$ cat src/rtl/wav_pcm16_stream_to_stereo_core_assert.svh
// ---------------------------------------------------------------------------
// Assertion macros for the WAV PCM16 stream core
// Shared property forms, clocked on the rising edge and held off in reset.
// ---------------------------------------------------------------------------
`ifndef WAV_PCM16_STREAM_TO_STEREO_CORE_ASSERT_SVH
`define WAV_PCM16_STREAM_TO_STEREO_CORE_ASSERT_SVH

// Same-cycle implication
`define WPSC_ASSERT_IMPLY(label, clk, rst, cond, expr, msg) \
   label: assert property (@(posedge clk) disable iff (rst) (cond) |-> (expr)) \
      else $error(msg);

// Next-cycle implication
`define WPSC_ASSERT_NEXT(label, clk, rst, cond, expr, msg) \
   label: assert property (@(posedge clk) disable iff (rst) (cond) |=> (expr)) \
      else $error(msg);

`endif

$ cat src/rtl/wpsc_scale.sv
// ---------------------------------------------------------------------------
// wpsc_scale
// Q15 gain on one sample: floor(sample * gain / 32768), saturated to 16 bits.
// ---------------------------------------------------------------------------
module wpsc_scale (
   input  logic signed [15:0] raw_sample,
   input  logic [15:0]        gain,
   output logic signed [15:0] scaled_sample
);

   logic signed [32:0] raw_ext;
   logic signed [32:0] gain_ext;
   logic signed [32:0] product;
   logic signed [17:0] shifted;

   // Multiply as signed with a zero-extended gain
   assign raw_ext  = {{17{raw_sample[15]}}, raw_sample};
   assign gain_ext = {17'd0, gain};
   assign product  = raw_ext * gain_ext;

   // Floor divide by 2^15
   assign shifted = product[32:15];

   // Clamp to the 16-bit range
   always_comb begin
      if (!shifted[17] && (shifted[16] || shifted[15])) begin
         scaled_sample = 16'sh7FFF;
      end else if (shifted[17] && !(shifted[16] && shifted[15])) begin
         scaled_sample = -16'sh8000;
      end else begin
         scaled_sample = shifted[15:0];
      end
   end

endmodule

$ cat config.mk
export PLATFORM = sky130hd
export DESIGN_NAME = wpsc_scale
export DESIGN_NICKNAME = d
export VERILOG_FILES = /design/src/rtl/wav_pcm16_stream_to_stereo_core_assert.svh /design/src/rtl/wpsc_scale.sv
export SDC_FILE = /design/constraint.sdc
export NUM_CORES = 1
export LEC_CHECK = 0
export ABC_CLOCK_PERIOD_IN_PS = 9100
export BUFFER_PORTS_ARGS = -buffer_cell sky130_fd_sc_hd__clkbuf_2
export CORE_MARGIN = 1.5
export CORE_UTILIZATION = 53
export DETAILED_ROUTE_END_ITERATION = 10
export PLACE_DENSITY = 0.71
export SLEW_MARGIN = 10
export SYNTH_ARGS = -nofsm -noshare
export SYNTH_HDL_FRONTEND = slang
export SYNTH_SLANG_ARGS = --single-unit
export TNS_END_PERCENT = 5
$ cat constraint.sdc
create_clock -name vclk -period 9.1
set_clock_uncertainty 0.1 [all_clocks]
set_input_delay 0.91 -clock vclk [all_inputs]
set_output_delay 0.91 -clock vclk [all_outputs]
set_load 0.01 [all_outputs]
* Word-level counts from Yosys, hierarchy flattened
Index checks and enable logic that the tools add are counted.
Widths: inputs -> output; s select.
** Word-level totals
- Bits in latches :: 0
- Memory bits (writable) :: 0
- Flip-flop bits (word level) :: 0
- Bits in read-only memories :: 0
- Memories kept :: 0
- Input bits :: 32
- Logic and storage cells :: 9
** Cells by class
- Shift operators :: 0
- Equal/unequal tests :: 0
- Magnitude comparators :: 0
- Multiplexer cells :: 2
- Reductions and logical operators :: 6
- Multipliers :: 1
- Divide/modulo/power cells :: 0
- Add/subtract/negate cells :: 0
- Bitwise logic cells :: 0
** Operator list (count)
- $mul 16x17->33 :: 1
- $mux 16 :: 2
- $logic_and 1x1->1 :: 3
- $logic_not 1->1 :: 2
- $logic_or 1x1->1 :: 1

* Logic depth before layout (Yosys ltp)
Gate-level depths: netlist of run 1.
- Word-level depth :: 6
- Depth in mapped cells :: 24
- Mapped depth without buffers :: 22

* Worst setup path after synthesis of run 1
Ideal clock, no wire load.
- Path kind :: input to output
- From :: in gain[12]
- To :: out scaled_sample[11]
- Required time :: 8.090 ns
- Setup slack :: 1.553 ns
- Buffers on the path :: 2
- Cell stages on the path :: 21
- Data arrival time :: 6.537 ns
- Cell sequence :: clkbuf_1 -> nand2_1 -> fa_1 -> fa_1 -> fa_1 -> inv_1 -> fa_1 -> fa_1 -> inv_1 -> fa_1 -> inv_1 -> ha_1 -> a21oi_2 -> nand2_2 -> a2111oi_4 -> a221oi_2 -> a211o_1 -> and3_4 -> o311ai_4 -> buf_8 -> o31ai_1
** Between the ends
- Cells in the longest elaborated chain, start to end :: 6
- Elaborated cells on any way between the ends :: 9
- Those cells by class :: mul: 1; mux: 2; reduce/logical: 6
** Ends and longest elaborated chain
- start: declaration :: RTL line wpsc_scale.sv:7 : input logic [15:0] gain,
- $mul 16x17->33 * :: RTL line wpsc_scale.sv:19 : assign product = raw_ext * gain_ext;
- $logic_and 1x1->1 :: RTL line wpsc_scale.sv:28 : end else if (shifted[17] && !(shifted[16] && shifted[15])) begin
- $logic_not 1->1 :: RTL line wpsc_scale.sv:28
- $logic_and 1x1->1 :: RTL line wpsc_scale.sv:28
- $mux 16 :: RTL line wpsc_scale.sv:28
- $mux 16 * :: RTL line wpsc_scale.sv:26 : if (!shifted[17] && (shifted[16] || shifted[15])) begin
- end: declaration :: RTL line wpsc_scale.sv:8 : output logic signed [15:0] scaled_sample
Every way passes the cells marked *; elsewhere a longest branch is shown, timed or not.

* Final worst setup path of run 1
- From :: in raw_sample[7]
- To :: out scaled_sample[1]
** Between the ends
- Cells in the longest elaborated chain, start to end :: 6
- Elaborated cells on any way between the ends :: 9
- Those cells by class :: mul: 1; mux: 2; reduce/logical: 6
** Ends and longest elaborated chain
- start: declaration :: RTL line wpsc_scale.sv:6 : input logic signed [15:0] raw_sample,
- $mul 16x17->33 * :: RTL line wpsc_scale.sv:19
- $logic_and 1x1->1 :: RTL line wpsc_scale.sv:28
- $logic_not 1->1 :: RTL line wpsc_scale.sv:28
- $logic_and 1x1->1 :: RTL line wpsc_scale.sv:28
- $mux 16 :: RTL line wpsc_scale.sv:28
- $mux 16 * :: RTL line wpsc_scale.sv:26
Marks and branches as above.

==> results of run 1 <==
## synthesized netlist by cell type, types with 5 or more instances
library cell,n,area [µm²]
a21o_1,8,60.06
a21oi_1,24,120.1
and2_1,122,763.2
clkbuf_1,30,112.6
fa_1,193,3864
ha_1,119,1489
inv_1,232,870.8
nand2_1,134,503.0
nand2b_1,7,43.79
nand3_1,8,40.04
nand4_1,7,43.79
nor2_1,19,71.32
o211ai_1,5,37.54
o21ai_0,16,80.08
o21ai_2,8,70.07
xnor2_1,9,78.83
xor2_1,7,61.31
## critical path, stage by stage
cell and delay, ps:
clkbuf_2 330, nand2_1 170, fa_1 550, inv_1 50, fa_1 500, inv_1 60
fa_1 520, inv_1 50, fa_1 420, fa_1 520, inv_1 50, fa_1 470
inv_1 50, ha_1 320, a21oi_1 280, o21ai_0 190, nor2_1 130, inv_1 80
o21ai_0 450, a311oi_4 180, o311ai_4 710, o21ai_0 210, clkbuf_2 180
## area by class of cell
cell class / count / area, µm² / share of cell area [%]
inverters: 233 / 874.6 / 9.428
multi-input cells: 744 / 7856 / 84.69
well taps: 220 / 275.3 / 2.967
repair buffers: 52 / 270.3 / 2.913
## routing by layer
metal	up-vias	global-route usage, %	wire, µm
li1	3107	-	-
met1	3417	30.85	8156
met2	148	45.35	10620
met3	28	0.8429	687
met4	0	3.785	352
met5	-	0	0
## worst min path at each step
stage | startpoint | end | cells past startpoint
final | raw_sample[15] | scaled_sample[15] | 7
after global routing | raw_sample[15] | scaled_sample[15] | 7
after CTS | raw_sample[15] | scaled_sample[15] | 7
after detailed placement | raw_sample[15] | scaled_sample[15] | 7
after global placement | raw_sample[15] | scaled_sample[15] | 7
after floorplan | gain[1] | scaled_sample[0] | 6
## per-stage QoR
stage / std cells / instance area, µm² / hold slack [ps] / worst slack, ps / util, %
floorplan: 1013 / 8895 / 2326 / 1553 / -
global placement: 1249 / 9276 / 2867 / 802.5 / 56.34
detailed placement: 1249 / 9276 / 2863 / 702.8 / 56.34
CTS: 1249 / 9276 / 2863 / 656.0 / 56.34
global route: 1249 / 9276 / 2915 / 309.0 / 56.34
finish: 1249 / 9276 / 2855 / 709.0 / 56.34
## cells by family after synthesis
logic type / after synthesis / synth area share, %
adders and majority gates: 312 / 60.18
xor gates and xnor gates: 16 / 1.576
and+or+nand+nor: 319 / 18.27
muxes: 1 / 0.1125
AOI/OAI and AO/OA: 96 / 8.187
buffers and inverters: 269 / 11.68
==> results by group, run 1 <==
Outcome
  • Status: completed

STA
  • Slew @ Worst Pin: 729.6 ps
  • Final setup fails: 0
  • Final Cycle Share: 92.21%
  • Worst slew margin: 51.24%
  • FMAX: ~120 MHz
  • Setup TNS Final: 0 ps
  • RSZ-0062 raised after global routing: false
  • Minimum clock period: 8391 ps
  • Final Hold Fails: 0
  • Max-slew violation count: 0

Synthesis
  • Cells after Synth: 1013
  • Syn_nets: roughly 1400
  • Library cells used by synthesis: 54
  • Mapped Area: around 0.0089 mm²
  • Synthesis warning total: 0
  • Sequential element share of the synthesized area: 0%
  • Syn avg cell area: 8.781 µm²

Place
  • PortBufs: 48
  • Routability Congestion: 0.8844
  • Placed wire-length estimate: 16900 µm

Critical path
  • CP endpoint kind: output port
  • WP data arrival: roughly 7400 ps
  • Crit path from: raw_sample[7]
  • Critical path class: in -> out
  • CP Capture Point: scaled_sample[1]
  • Critical Path Start Type: input port
  • CP required: 8090 ps
  • Worst Path Max Fanout: 16

Detailed routing
  • Vias/cell: 5.364
  • DR vias: 6700
  • Routed Antenna Nets: 0
  • Final WL: 19810 µm
  • Remaining DRCs: 0
  • DR pass1 iterations: 4
  • DRT iter0 DRCs: 333
  • Post-DR wirelength/cell: 15.86 µm

Final layout
  • Diodes inserted: 0
  • Num sequential: 0
  • Commonest non-fill, non-tap cell in the layout: inv_1
  • Area growth from synthesis to layout: 4.290%
  • Final-layout clock buffer total: 0
  • Proportion of layout cells with a drive suffix above 1: under 10%
  • Area occupied by registers: 0 µm²
  • Fill cell count: 1546
  • Most frequent cells in the layout: inv_1, fa_1, nand2_1, and2_1, ha_1
  • Nets: 1375

Die
  • Vert. Die Dim: 132.5 µm
  • Initial Util: 54.02%
  • Core area: 0.01647 mm²
  • I/O pin total: 48
  • Die W: 132.5 µm
  • Die area: 0.01757 mm²
  • Rows: 47

GRT
  • Pin count of the biggest net entering global routing: 17
  • Total track usage: a little under a quarter
  • Remaining global-route overflow: 0
  • Vias in the first global route: 7214
  • First-pass GRT wire length: around 34000 µm
  • Initial antenna violation count: 0

CTS
  • Post-CTS setup buffer count: 0
  • CTS Hold Buffers Added: 0
  • Post-CTS Resized: 0

Min path
  • Hold WC Path Type: in -> out

Flow run
  • Max-cap violations: 0
Power of run 1 is not shown: default switching activity piles up to over one toggle a cycle in this logic, so the estimate is an artifact.
==> run 2, diff against run 1 <==
--- a/config.mk
+++ b/config.mk
@@ -10,7 +10,7 @@
 export CORE_MARGIN = 1.5
 export CORE_UTILIZATION = 53
 export DETAILED_ROUTE_END_ITERATION = 10
-export PLACE_DENSITY = 0.71
+export PLACE_DENSITY_LB_ADDON = 0.2
 export SLEW_MARGIN = 10
 export SYNTH_ARGS = -nofsm -noshare
 export SYNTH_HDL_FRONTEND = slang
==> constraint.sdc (replaced) <==
create_clock -name vclk -period 9.1
set_clock_uncertainty 0.1 [all_clocks]
set_input_delay 1.365 -clock vclk [all_inputs]
set_output_delay 1.365 -clock vclk [all_outputs]
set_load 0.01 [all_outputs]
==> results by group, run 2 (same netlist as run 1, synthesis figures left out) <==
Place
  • Post-Place Cells: 1270 (was 1249)
  • Setup WS pre-CTS: 188.3 ps (was 702.8 ps)
  • PortBufs: 48 (unchanged)
  • Placed wire-length estimate: 17750 µm (was 16900 µm)
  • Routability Congestion: 0.8664 (was 0.8844)

GRT
  • Total track usage: 24.28% (was 23.89%)
  • Initial antenna violation count: 0 (unchanged)
  • First-pass GRT wire length: 34620 µm (was 34200 µm)
  • Vias in the first global route: 7056 (was 7214)
  • Pin count of the biggest net entering global routing: 17 (unchanged)
  • Remaining global-route overflow: 0 (unchanged)

Final layout
  • Commonest non-fill, non-tap cell in the layout: inv_1 (unchanged)
  • Final-layout clock buffer total: 0 (unchanged)
  • Nets: 1396 (was 1375)
  • Diodes inserted: 0 (unchanged)
  • Num sequential: 0 (unchanged)
  • Multi-input logic area: 0.007869 mm² (was 0.007856 mm²)
  • Proportion of layout cells with a drive suffix above 1: 10.00% (was 7.872%)
  • Post-route insts no fill: 1270 (was 1249)
  • Area occupied by registers: 0 µm² (unchanged)
  • Most frequent cells in the layout: inv_1, fa_1, nand2_1, and2_1, ha_1 (unchanged)
  • Area growth from synthesis to layout: 6.569% (was 4.290%)
  • Fill cell count: 1553 (was 1546)

Critical path
  • CP max stage cell: fa_1 (was o311ai_4)
  • Critical path, cell by cell: clkbuf_2, nand2_1, fa_1, fa_1, fa_1, inv_1, fa_1, fa_1, inv_1, fa_1, inv_1, ha_1, a21oi_2, o21ai_0, a21oi_1, a21oi_1, buf_4, o211a_1, a311oi_4, a32oi_2, buf_12, o31ai_1, clkbuf_2 (was clkbuf_2, nand2_1, fa_1, inv_1, fa_1, inv_1, fa_1, inv_1, fa_1, fa_1, inv_1, fa_1, inv_1, ha_1, a21oi_1, o21ai_0, nor2_1, inv_1, o21ai_0, a311oi_4, o311ai_4, o21ai_0, clkbuf_2)
  • Cell family with most CP delay: adder cells (unchanged)
  • CP endpoint kind: output port (unchanged)
  • Critical path class: in -> out (unchanged)
  • Worst Path Max Fanout: 16 (unchanged)
  • CP required: 7640 ps (was 8090 ps)
  • Crit path top cell by count: fa_1
  • Critical Path Start Type: input port (unchanged)
  • Buffer and inverter count on the worst path: 7 (was 8)
  • Crit-path max cell delay: 530 ps (was 710 ps)
  • Instance count on the critical path: 23 (unchanged)
  • WP data arrival: 7380 ps (about the same)

CTS
  • Post-CTS setup buffer count: 0 (unchanged)
  • CTS Hold Buffers Added: 0 (unchanged)
  • Post-CTS Resized: 0 (unchanged)

STA
  • Final setup fails: 0 (unchanged)
  • WHS: 3782 ps (was 2855 ps)
  • Minimum clock period: 8850 ps (was 8391 ps)
  • Setup WS post-layout: 250.4 ps (was 709.0 ps)
  • Max-slew violation count: 0 (unchanged)
  • Final Cycle Share: 97.25% (was 92.21%)
  • Worst slew margin: 72.16% (was 51.24%)
  • Slew @ Worst Pin: 417.6 ps (was 729.6 ps)
  • FMAX: 113.0 MHz (was 119.2 MHz)
  • Final Hold Fails: 0 (unchanged)

Min path
  • Hold path depth: 8 (was 7)
  • Hold WC Path Type: in -> out (unchanged)

Die
  • Initial Util: 54.02% (unchanged)
  • Die area: 0.01757 mm² (unchanged)
  • Rows: 47 (unchanged)
  • Die W: 132.5 µm (unchanged)
  • Vert. Die Dim: 132.5 µm (unchanged)
  • Core area: 0.01647 mm² (unchanged)
  • I/O pin total: 48 (unchanged)

Detailed routing
  • Remaining DRCs: 0 (unchanged)
  • DR pass1 iterations: 4 (unchanged)
  • DR vias: 6766 (was 6700)
  • DRT iter0 DRCs: 290 (was 333)
  • Post-DR wirelength/cell: 15.85 µm (was 15.86 µm)
  • Final WL: 20140 µm (was 19810 µm)
  • Vias/cell: 5.328 (was 5.364)
  • Routed Antenna Nets: 0 (unchanged)

Outcome
  • Status: completed (unchanged)

Flow run
  • Max-cap violations: 0 (unchanged)
## run 2: cell count changes in the layout (fill, tap and decap cells not counted), sizes merged
cell    before  now
buf          4   30
clkbuf      48   43
## run 2: final cells by class
| type | count | share of cell area, % |
|---|---|---|
| repair buffers | 73 | 4.857 |
| multi-input cells | 744 | 83.01 |
| inverters | 233 | 9.227 |
| well taps | 220 | 2.904 |
## run 2: through the flow
stage                     cell area, µm²  TNS, ps  utilization [%]
final                               9479        0            57.57
after global routing                9479   -24.89            57.57
after CTS                           9459        0            57.45
after detailed placement            9459        0            57.45
after global placement              9459        0            57.45
after floorplan                     8895        0                -
## run 2: worst min-delay path, cell delays in order
cell and delay (ps):
clkbuf_2 230, nand4_1 180, o211ai_1 120, nand3_1 120, a22oi_1 110, xnor2_1 180, o21ai_0 70, clkbuf_2 120
## run 2: routing by layer
metal / vias up / global-route usage, % / part of all wire, %
met5: - / 0 / 0
met4: 0 / 4.701 / 2.2
met3: 34 / 1.034 / 2.8
met2: 152 / 45.38 / 53
met1: 3428 / 31.49 / 42
li1: 3152 / - / -
## run 2: worst paths after layout
kind	start	to	slack, ps
min	raw_sample[0]	scaled_sample[0]	3780
max	raw_sample[3]	scaled_sample[14]	250
Power of run 2 is left out for the same reason.
